`src/design/mmnb_pkg.sv`:
```
// shared types, constants and helpers for the min-max byte normalizer
package mmnb_pkg;

	// sample and datapath widths
	localparam int SampleBits = 16;
	localparam int ValW       = 17;            // decoded sample, running extremes
	localparam int DiffW      = ValW + 1;      // range and offset, exact
	localparam int PixW       = 8;
	localparam int NumW       = ValW + PixW;   // offset times 255
	localparam int CntW       = $clog2(PixW);

	// item commands
	typedef enum logic [1:0] {
		CMD_CLEAR   = 2'd0,
		CMD_SCAN    = 2'd1,
		CMD_CONVERT = 2'd2
	} mmnb_cmd_t;

	// sample formats
	typedef enum logic [1:0] {
		FMT_U8  = 2'd0,
		FMT_U16 = 2'd1,
		FMT_S16 = 2'd2
	} mmnb_fmt_t;

	// register indexes
	localparam logic REG_SAMPLE_FORMAT = 1'b0;

	// controller states
	typedef enum logic [1:0] {
		ST_IDLE,
		ST_SETUP,
		ST_DIV,
		ST_OUT
	} mmnb_state_t;

	// controller to datapath commands
	typedef struct packed {
		logic clear;
		logic scan;
		logic capture;
		logic setup;
		logic div_step;
		logic out_load;
	} mmnb_ctl_t;

	// datapath to controller status
	typedef struct packed {
		logic need_div;
		logic div_last;
	} mmnb_stat_t;

	localparam logic signed [ValW-1:0] MinReset = ValW'(65535);
	localparam logic signed [ValW-1:0] MaxReset = -ValW'(32768);

	// decode raw sample bits to a signed value per format
	function automatic logic signed [ValW-1:0] decode_sample(
		input logic [1:0]  fmt,
		input logic [15:0] raw
	);
		logic [SampleBits-1:0] bits;
		logic signed [ValW-1:0] val;
		bits = raw[SampleBits-1:0];
		case (fmt)
			FMT_U8:  val = ValW'(raw[7:0]);
			FMT_S16: val = ValW'($signed(bits));
			default: val = ValW'(bits);
		endcase
		return val;
	endfunction

endpackage

```
`src/design/mmnb_ctrl.sv`:
```
// controller state machine: handshakes, sequencing of setup, divide and result load
module mmnb_ctrl (
	input  logic              clk,
	input  logic              arst_n,
	input  logic              item_valid,
	input  logic [1:0]        cmd,
	output logic              item_ready,
	output logic              result_valid,
	input  logic              result_ready,
	input  mmnb_pkg::mmnb_stat_t stat,
	output mmnb_pkg::mmnb_ctl_t  ctl
);
	import mmnb_pkg::*;

	mmnb_state_t state_q, state_d;
	logic        out_valid_q;

	assign result_valid = out_valid_q;

	// state register
	always_ff @(posedge clk or negedge arst_n) begin
		if (!arst_n) begin
			state_q <= ST_IDLE;
		end else begin
			state_q <= state_d;
		end
	end

	// next state and commands
	always_comb begin
		state_d    = state_q;
		item_ready = 1'b0;
		ctl        = '0;
		unique case (state_q)
			ST_IDLE: begin
				item_ready = 1'b1;
				if (item_valid) begin
					case (cmd)
						CMD_CLEAR: ctl.clear = 1'b1;
						CMD_SCAN:  ctl.scan  = 1'b1;
						CMD_CONVERT: begin
							ctl.capture = 1'b1;
							state_d     = ST_SETUP;
						end
						default: ;
					endcase
				end
			end
			ST_SETUP: begin
				ctl.setup = 1'b1;
				state_d   = stat.need_div ? ST_DIV : ST_OUT;
			end
			ST_DIV: begin
				ctl.div_step = 1'b1;
				if (stat.div_last) begin
					state_d = ST_OUT;
				end
			end
			ST_OUT: begin
				if (!out_valid_q || result_ready) begin
					ctl.out_load = 1'b1;
					state_d      = ST_IDLE;
				end
			end
			default: state_d = ST_IDLE;
		endcase
	end

	// output register occupancy
	always_ff @(posedge clk or negedge arst_n) begin
		if (!arst_n) begin
			out_valid_q <= 1'b0;
		end else if (ctl.out_load) begin
			out_valid_q <= 1'b1;
		end else if (result_ready) begin
			out_valid_q <= 1'b0;
		end
	end

endmodule

```
`src/design/mmnb_datapath.sv`:
```
// datapath: running extremes, range and offset, restoring divider, result register
module mmnb_datapath (
	input  logic              clk,
	input  logic              arst_n,
	input  logic [1:0]        sample_format,
	input  logic [15:0]       sample,
	input  mmnb_pkg::mmnb_ctl_t  ctl,
	output mmnb_pkg::mmnb_stat_t stat,
	output logic [7:0]        pixel,
	output logic              flat_range
);
	import mmnb_pkg::*;

	logic signed [ValW-1:0]  min_q, max_q, s_val;
	logic signed [DiffW-1:0] range_s1, diff_s1;
	logic                    pass_s1;
	logic [PixW-1:0]         byte_s1;
	logic                    is_flat, is_zero, is_sat;
	logic [NumW-1:0]         rem_q, den_q, num;
	logic [PixW-1:0]         quo_q;
	logic                    flat_q;
	logic [CntW-1:0]         cnt_q;
	logic                    ge;
	logic [ValW-1:0]         diff_mag, range_mag;
	logic [PixW-1:0]         pixel_q;
	logic                    flat_out_q;

	assign s_val = decode_sample(sample_format, sample);

	// running extremes
	always_ff @(posedge clk or negedge arst_n) begin
		if (!arst_n) begin
			min_q <= MinReset;
			max_q <= MaxReset;
		end else if (ctl.clear) begin
			min_q <= MinReset;
			max_q <= MaxReset;
		end else if (ctl.scan) begin
			if (s_val < min_q) begin
				min_q <= s_val;
			end
			if (s_val > max_q) begin
				max_q <= s_val;
			end
		end
	end

	// capture range and offset of a convert transaction
	always_ff @(posedge clk) begin
		if (ctl.capture) begin
			range_s1 <= DiffW'(max_q) - DiffW'(min_q);
			diff_s1  <= DiffW'(s_val) - DiffW'(min_q);
			pass_s1  <= (sample_format == FMT_U8);
			byte_s1  <= sample[PixW-1:0];
		end
	end

	// special cases and divider operands
	assign is_flat   = (range_s1 <= 0);
	assign is_zero   = (diff_s1 <= 0);
	assign is_sat    = (diff_s1 >= range_s1);
	assign diff_mag  = diff_s1[ValW-1:0];
	assign range_mag = range_s1[ValW-1:0];
	assign num       = {diff_mag, {PixW{1'b0}}} - NumW'(diff_mag);
	assign ge        = (rem_q >= den_q);

	assign stat.need_div = !pass_s1 && !is_flat && !is_zero && !is_sat;
	assign stat.div_last = (cnt_q == '0);

	// divider iteration counter
	always_ff @(posedge clk or negedge arst_n) begin
		if (!arst_n) begin
			cnt_q <= '0;
		end else if (ctl.setup) begin
			cnt_q <= CntW'(PixW - 1);
		end else if (ctl.div_step) begin
			cnt_q <= cnt_q - 1'b1;
		end
	end

	// restoring divider, one quotient bit per cycle
	always_ff @(posedge clk) begin
		if (ctl.setup) begin
			rem_q  <= num;
			den_q  <= NumW'({range_mag, {(PixW-1){1'b0}}});
			flat_q <= !pass_s1 && is_flat;
			if (pass_s1) begin
				quo_q <= byte_s1;
			end else if (is_flat || is_zero) begin
				quo_q <= '0;
			end else if (is_sat) begin
				quo_q <= '1;
			end else begin
				quo_q <= '0;
			end
		end else if (ctl.div_step) begin
			if (ge) begin
				rem_q <= rem_q - den_q;
			end
			den_q <= den_q >> 1;
			quo_q <= {quo_q[PixW-2:0], ge};
		end
	end

	// result register
	always_ff @(posedge clk) begin
		if (ctl.out_load) begin
			pixel_q    <= quo_q;
			flat_out_q <= flat_q;
		end
	end

	assign pixel      = pixel_q;
	assign flat_range = flat_out_q;

endmodule

```
`src/design/minmax_normalize_to_byte_core.sv`:
```
// Min-max contrast stretch of a sample stream to 8 bits (top level).
//
// Item channel (item_valid/item_ready, cmd, sample): clear resets the running
// extremes, scan widens them to cover the sample, convert yields one result.
// Result channel (result_valid/result_ready, pixel, flat_range): one transaction
// per convert, pixel = floor((sample - min) * 255 / (max - min)), saturated;
// flat_range is set with pixel 0 when max - min is zero or below, except in
// passthrough. sample_format sits at address 0 of the APB port: 0 8-bit
// passthrough, 1 unsigned 16-bit, 2 signed 16-bit.
// A convert runs capture, setup and load when the result is passthrough,
// flat, zero or saturated, else capture, setup, 8 steps of the restoring
// divider (one quotient bit a cycle) and load.
// The result register frees the divider: a new transaction is taken while a
// result waits; a second convert holds in its load state until the receiver
// takes the first. Reset clears the format to passthrough, sets min to 65535
// and max to -32768, and empties the result register.
module minmax_normalize_to_byte_core (
	input  logic        clk,
	input  logic        arst_n,
	// configuration port
	input  logic        psel,
	input  logic        penable,
	input  logic        pwrite,
	input  logic [2:0]  paddr,
	input  logic [31:0] pwdata,
	output logic [31:0] prdata,
	output logic        pready,
	// item channel
	input  logic        item_valid,
	output logic        item_ready,
	input  logic [1:0]  cmd,
	input  logic [15:0] sample,
	// result channel
	output logic        result_valid,
	input  logic        result_ready,
	output logic [7:0]  pixel,
	output logic        flat_range
);
	import mmnb_pkg::*;

	logic [1:0] fmt_q;
	mmnb_ctl_t  ctl;
	mmnb_stat_t stat;

	assign pready = 1'b1;

	// format register
	always_ff @(posedge clk or negedge arst_n) begin
		if (!arst_n) begin
			fmt_q <= FMT_U8;
		end else if (psel && penable && pwrite && pready && paddr[2] == REG_SAMPLE_FORMAT) begin
			fmt_q <= pwdata[1:0];
		end
	end

	// register read
	assign prdata = (paddr[2] == REG_SAMPLE_FORMAT) ? {30'd0, fmt_q} : 32'd0;

	mmnb_ctrl u_ctrl (
		.clk          (clk),
		.arst_n       (arst_n),
		.item_valid   (item_valid),
		.cmd          (cmd),
		.item_ready   (item_ready),
		.result_valid (result_valid),
		.result_ready (result_ready),
		.stat         (stat),
		.ctl          (ctl)
	);

	mmnb_datapath u_datapath (
		.clk           (clk),
		.arst_n        (arst_n),
		.sample_format (fmt_q),
		.sample        (sample),
		.ctl           (ctl),
		.stat          (stat),
		.pixel         (pixel),
		.flat_range    (flat_range)
	);

`ifndef SYNTHESIS
	// a flat range always reports pixel zero
	a_flat_zero: assert property (@(posedge clk) disable iff (!arst_n)
		result_valid && flat_range |-> pixel == '0)
		else $error("flat range with nonzero pixel");

	// a convert transaction blocks the item channel for the next cycle
	a_conv_busy: assert property (@(posedge clk) disable iff (!arst_n)
		item_valid && item_ready && cmd == CMD_CONVERT |=> !item_ready)
		else $error("item accepted during convert");

	// the divider never steps while items are taken
	a_div_excl: assert property (@(posedge clk) disable iff (!arst_n)
		ctl.div_step |-> !item_ready)
		else $error("divide step while item channel open");
`endif

endmodule
```
`config.mk`:
```
export PLATFORM = sky130hd
export DESIGN_NAME = minmax_normalize_to_byte_core
export DESIGN_NICKNAME = d
export VERILOG_FILES = /design/src/design/mmnb_pkg.sv /design/src/design/mmnb_ctrl.sv /design/src/design/mmnb_datapath.sv /design/src/design/minmax_normalize_to_byte_core.sv
export SDC_FILE = /design/constraint.sdc
export NUM_CORES = 1
export LEC_CHECK = 0
export BUFFER_PORTS_ARGS = -buffer_cell sky130_fd_sc_hd__clkbuf_2
export CAP_MARGIN = 25
export CORE_AREA = 5 5 168 154
export DETAILED_ROUTE_END_ITERATION = 7
export DIE_AREA = 0 0 173 159
export PLACE_DENSITY = 0.62
export SETUP_SLACK_MARGIN = 0.1
export SLEW_MARGIN = 20
export SYNTH_ARGS = -nofsm -noshare
export SYNTH_HDL_FRONTEND = slang
export SYNTH_SLANG_ARGS = --single-unit
```
`constraint.sdc`:
```
create_clock -name clk -period 5.8 [get_ports clk]
set_input_delay 1.16 -clock clk [delete_from_list [all_inputs] [get_ports clk]]
set_output_delay 1.16 -clock clk [all_outputs]
set_load 0.05 [all_outputs]
```
---- Word-level counts from Yosys, hierarchy flattened ----
Cells that the tools add are included.
word-level totals
  register bits after elaboration ......... 154
  latch bits .............................. 0
  RAM bits ................................ 0
  ROM bits ................................ 0
  input port bits ......................... 60
  output and inout bits ................... 44
  memories kept ........................... 0
operators by class
  add/subtract/negate cells ............... 5
  multipliers ............................. 0
  div/mod/pow operators ................... 0
  order comparisons ....................... 6
  eq/ne operators ......................... 10
  shifts and indexed selects .............. 0
  multiplexer cells ....................... 38
  bitwise operators ....................... 1
  reduce and logical (&&, ||, !) cells .... 28
operator list
  kind                                                                     number
  17-bit two-way mux                                                       6
  25-bit two-way mux                                                       3
  24-bit two-way mux                                                       2
  8-bit two-way mux                                                        5
  18-bit by 1-bit <= comparator with 1-bit output (second input constant)  2
  17-bit by 17-bit subtractor with 18-bit output                           2
  17-bit case mux with 2 select lines                                      1
  25-bit by 24-bit >= comparator with 1-bit output                         1
  25-bit by 17-bit subtractor with 25-bit output                           1
  25-bit by 24-bit subtractor with 25-bit output                           1
  18-bit >= comparator                                                     1
  17-bit > comparator                                                      1
  17-bit < comparator                                                      1
  3-bit two-way mux                                                        4
  2-bit nonzero test                                                       6
  1-bit two-way mux                                                        11
  2-bit two-way mux                                                        5
  2-bit equality test (second input constant)                              4
  2-bit case mux with 4 select lines                                       1
  1-bit logical AND                                                        7
  2-bit logical NOT                                                        3
  2-bit inequality test (second input constant)                            3
  2-bit AND reduction                                                      3
  1-bit logical NOT                                                        5
  other kinds (7)                                                          9

---- Longest topological paths before layout ----
  depth in word-level cells ............... 7
  gate-level depth with buffers ........... 13

---- Hierarchy ----
From an unflattened synthesis, not the netlist that was laid out.
second synthesis, totals
  cell total of the unflattened synthesis .. 1145
  area, all modules ....................... 10869.2 um^2
modules (own cells, without submodules)
  module                         instances  cells an instance  area each (um^2)  seq. area each (um^2)
  mmnb_datapath                  1          1078               10259.8           4241.6
  minmax_normalize_to_byte_core  1          40                 361.6             50.0
  mmnb_ctrl                      1          27                 247.7             75.1

---- Worst setup path after synthesis ----
Ideal clock, no wire load.
  kind .................................... input -> register
  start point ............................. input cmd[0]
  end point ............................... register u_datapath.byte_s1[0] (enable)
  setup time .............................. 0.447 ns
  data arrival time ....................... 3.266 ns
  setup slack ............................. 2.087 ns
  stages on the path ...................... 3
  buffers on the path ..................... 0
  cell sequence ........................... clkinv_1 > nand3_1 > nor2_1
RTL lines
  what                  RTL line                             RTL
  start, declared       minmax_normalize_to_byte_core.sv:31  input logic [1:0] cmd,
  end signal, assigned  mmnb_datapath.sv:54                  byte_s1 <= sample[PixW-1:0];
  end, declared         mmnb_datapath.sv:17                  logic [PixW-1:0] byte_s1;

---- Final worst setup path ----
  start point ............................. input sample[0]
  end point ............................... register u_datapath.min_q[11]
between the ends
  longest elaborated chain between the ends .. 4
ends and longest elaborated chain
  what                                 RTL line                             RTL
  start, declared                      minmax_normalize_to_byte_core.sv:32  input logic [15:0] sample,
  17-bit case mux with 2 select lines  mmnb_pkg.sv:64                       case (fmt)
  17-bit < comparator                  mmnb_datapath.sv:39                  if (s_val < min_q) begin
  2-bit nonzero test (no line)         n/a
  2-bit AND reduction (no line)        n/a
  end signal, assigned                 mmnb_datapath.sv:33                  min_q <= MinReset;
  end signal, assigned                 mmnb_datapath.sv:36                  min_q <= MinReset;
  end signal, assigned                 mmnb_datapath.sv:40                  min_q <= s_val;
  end, declared                        mmnb_datapath.sv:14                  logic signed [ValW-1:0] min_q, max_q, s_val;
No other way between the ends.
A chain may end at the register's enable or synchronous reset.

==> impl_metrics.ini <==
[hold_path]
min_from = u_datapath.quo_q[7]
hold_class = flop to flop

[drt]
routedWlPerCell_um = 16.7
finalWirelength_um = 24700
drc = 0
num_vias = 8026
vias_per_cell = 5.44
ant_nets = 0
drtIter0Drc = 598
dr.pass1.iters = 5

[final_layout]
multi_input_area_mm2 = 0.00556
seq_area_mm2 = 0.00437
fin_nets = 1327
fin_area_mm2 = 0.0117
final_cell_mix = 127 x inv_1, 108 x ha_1, 105 x edfxtp_1
fin_util_pct = 48.7
fillerInstances = 2272
layout_commonest_cell = inv_1
area_growth_pct = 9.95
diodes = 0
layout-drive-gt1-share_pct = 10.4

[sta]
layout_min_cycle_time_ns = 4.00
fmax_mhz = 250
relSlewSlack_pct = 46.3
worst_slack_ns = 1.80
worst_pin_slew_ns = 0.806
rsz0062_at_grt = false
hold_viol_final = 0
fin_setup_tns_ns = 0
finalCritPeriodShare_pct = 68.9
drv_slew = 0
fin_worst_skew_ns = 0.0133
setup_viol = 0

[floorplan]
num_rows = 54
start_util_pct = 44.3
core_mm2 = 0.0239
die-area_mm2 = 0.0275
fp.dieH_um = 159
io_pins = 104
fp.dieW_um = 173

[outcome]
outcome = complete, no violations

[clock_tree]
clk_latency_ns = 0.43
htree_levels = 4
clock-root-buffer = clkbuf_16
post_cts_resize_count = 0
postCtsHoldBufs = 0
clk_path_buf_depth = 2
post_cts_buffers = 0
cts_buffers = 17
path_clk_slew_ns = 0.07
cts_sinks = 154
tritoncts = done

[yosys]
muxShareOfSynthArea_pct = 1.38
netlist_area_mm2 = 0.0106
ys_warn_count = 0
ys_types = 71
yosys.area_share.simple_pct = 14.2
synth_top_family_by_area = compound AO/OA/AOI/OAI gates
avgSynthCellArea_um2 = 9.53
seq_area_frac_synth_pct = 41.2
synth_cells = 1113
synth_seq_cells = 154
synthFlopType = edfxtp_1
synth_compound_area_share_pct = 17.1
async_reset_ff_share_pct = 27.3
synthAdderAreaFrac_pct = 13.4
synth_edf_count = 105
synthXorXnorAreaFrac_pct = 5.04

[global_route]
grt_pass1_vias = 7707
use_met3_pct = 3.04
use_met1_pct = 25.7
grt_pass1_wl_um = 39900
grt_max_degree = 79
grt-busiest-layer = met2
antenna_found_initial = 0
gr-total-overflow = 0
met2_usage_pct = 27.9
track_usage_pct = 17.8

[worst_setup_path]
cp_common_cell = a21oi_1
cp_top_family = compound AO/OA/AOI/OAI gates
cp.required_ns = 6.15
crit_buf_inv = 3
critPathMaxStageDelay_ns = 0.65
worstSetupEndpointType = flop
path_class = input pin to flop
critPathArrivalTime_ns = 4.35
r2r-start = fmt_q[0]
crit_path_max_fanout = 16
path_cells = clkbuf_2 -> inv_1 -> ha_1 -> fa_1 -> nand2b_1 -> a21oi_1 -> o211ai_1 -> a21o_1 -> a311o_1 -> a21oi_2 -> buf_4 -> nor3_1 -> a21oi_1
startpoint_type = input pin
startpoint = sample[0]
slowest_stage = a21oi_2

[pwr]
p_int_uw = 3870
p_clk_share_pct = 16.2
cellPowerDensity_mw_per_mm2 = 589
ir_worst_vdd_v = 0.000279
p_seq_share_pct = 30.5
p_total_uw = 6860
switching_share_pct = 43.7
p_sw_uw = 3000
p_comb_share_pct = 53.3
p_leak_uw = 0.00504

[place]
postPlaceCellArea_mm2 = 0.0111
dp_hpwl_um = 19000
finalWeightedCongestion = 0.873
io_buffer_count = 40
pre_cts_slack_ns = 1.36

[flow_run]
maxCapViolCount = 0
## registers in the layout (all words and copies together), names as in the netlist
register	flops
u_datapath.rem_q	25
u_datapath.den_q	24
u_datapath.diff_s1	18
u_datapath.range_s1	18
u_datapath.max_q	17
u_datapath.min_q	17
u_datapath.byte_s1	8
u_datapath.pixel	8
u_datapath.quo_q	8
u_datapath.cnt_q	3
fmt_q	2
u_ctrl.state_q	2
u_ctrl.result_valid	1
u_datapath.flat_q	1
u_datapath.flat_range	1
u_datapath.pass_s1	1
## metrics by stage
stage               cells  hold slack, ns
floorplan            1142           0.400
global placement     1443           0.404
detailed placement   1444           0.405
CTS                  1476           0.422
global route         1476           0.425
finish               1476           0.421
## cell families after synthesis
group | count (synthesis)
AO/OA/AOI/OAI | 281
AND/OR/NAND/NOR | 307
adder cells (fa/ha/maj) | 112
XOR/XNOR | 61
flip-flops | 154
other | 2
multiplexers | 14
buffers and inverters | 182
## final cells by class
class                           instances  area share (%)
Sequential cell                       154            37.5
Clock buffer                           17            3.65
Tap cell                              308            3.31
Multi-Input combinational cell        806            47.7
Timing Repair Buffer                   48            2.23
Inverter                              128            4.12
Clock inverter                         15            1.51
## worst paths after layout
check	end	slack, ns	cells past startpoint
setup / recovery	u_datapath.min_q[11]	1.80	13
max in group asynchronous	u_datapath.min_q[6]	4.61	2
hold / removal	u_datapath.pixel[7]	0.42	0
hold reg to reg	u_datapath.pixel[7]	0.42	0
setup reg to reg	u_datapath.max_q[8]	2.21	11
min in group asynchronous	fmt_q[0]	0.81	2
## power by group through the flow
stage	Sequential [µW]	Clock, µW	Combinational (µW)
floorplan	2130	0	2760
global placement	2100	0	3560
detailed placement	2110	0	3630
CTS	2090	1130	3660
global route	2130	1180	4130
finish	2090	1110	3660
## cell usage after synthesis (6+ instances only)
master | count | area [µm²]
a21oi_1 | 89 | 445
nor3_1 | 27 | 135
o21ai_0 | 50 | 250
xnor2_1 | 41 | 359
a211oi_1 | 9 | 67.6
edfxtp_1 | 105 | 3150
o31a_1 | 7 | 61.3
nand2b_1 | 15 | 93.8
nand3_1 | 19 | 95.1
a22o_1 | 15 | 131
clkbuf_1 | 14 | 52.6
buf_4 | 31 | 233
a21o_1 | 24 | 180
o31ai_1 | 17 | 128
dfxtp_1 | 7 | 140
nand4_1 | 15 | 93.8
o21a_1 | 11 | 82.6
and3_1 | 7 | 43.8
dfrtp_1 | 24 | 601
buf_1 | 6 | 22.5
mux2i_1 | 9 | 90.1
a31oi_1 | 12 | 75.1
nor2b_1 | 21 | 131
ha_1 | 109 | 1360
nor4_1 | 10 | 62.6
dfstp_2 | 18 | 473
nand2_1 | 82 | 308
inv_1 | 127 | 477
nor2_1 | 84 | 315
or3_1 | 7 | 43.8
xor2_1 | 20 | 175
## layer usage
metal	vias up	wire, µm	share of wire [%]
met3	29	974	3.9
li1	4023	-	-
met5	-	0	0
met4	0	476	1.9
met2	185	11100	45
met1	3789	12200	49
Power figures use the tool's default switching activity.
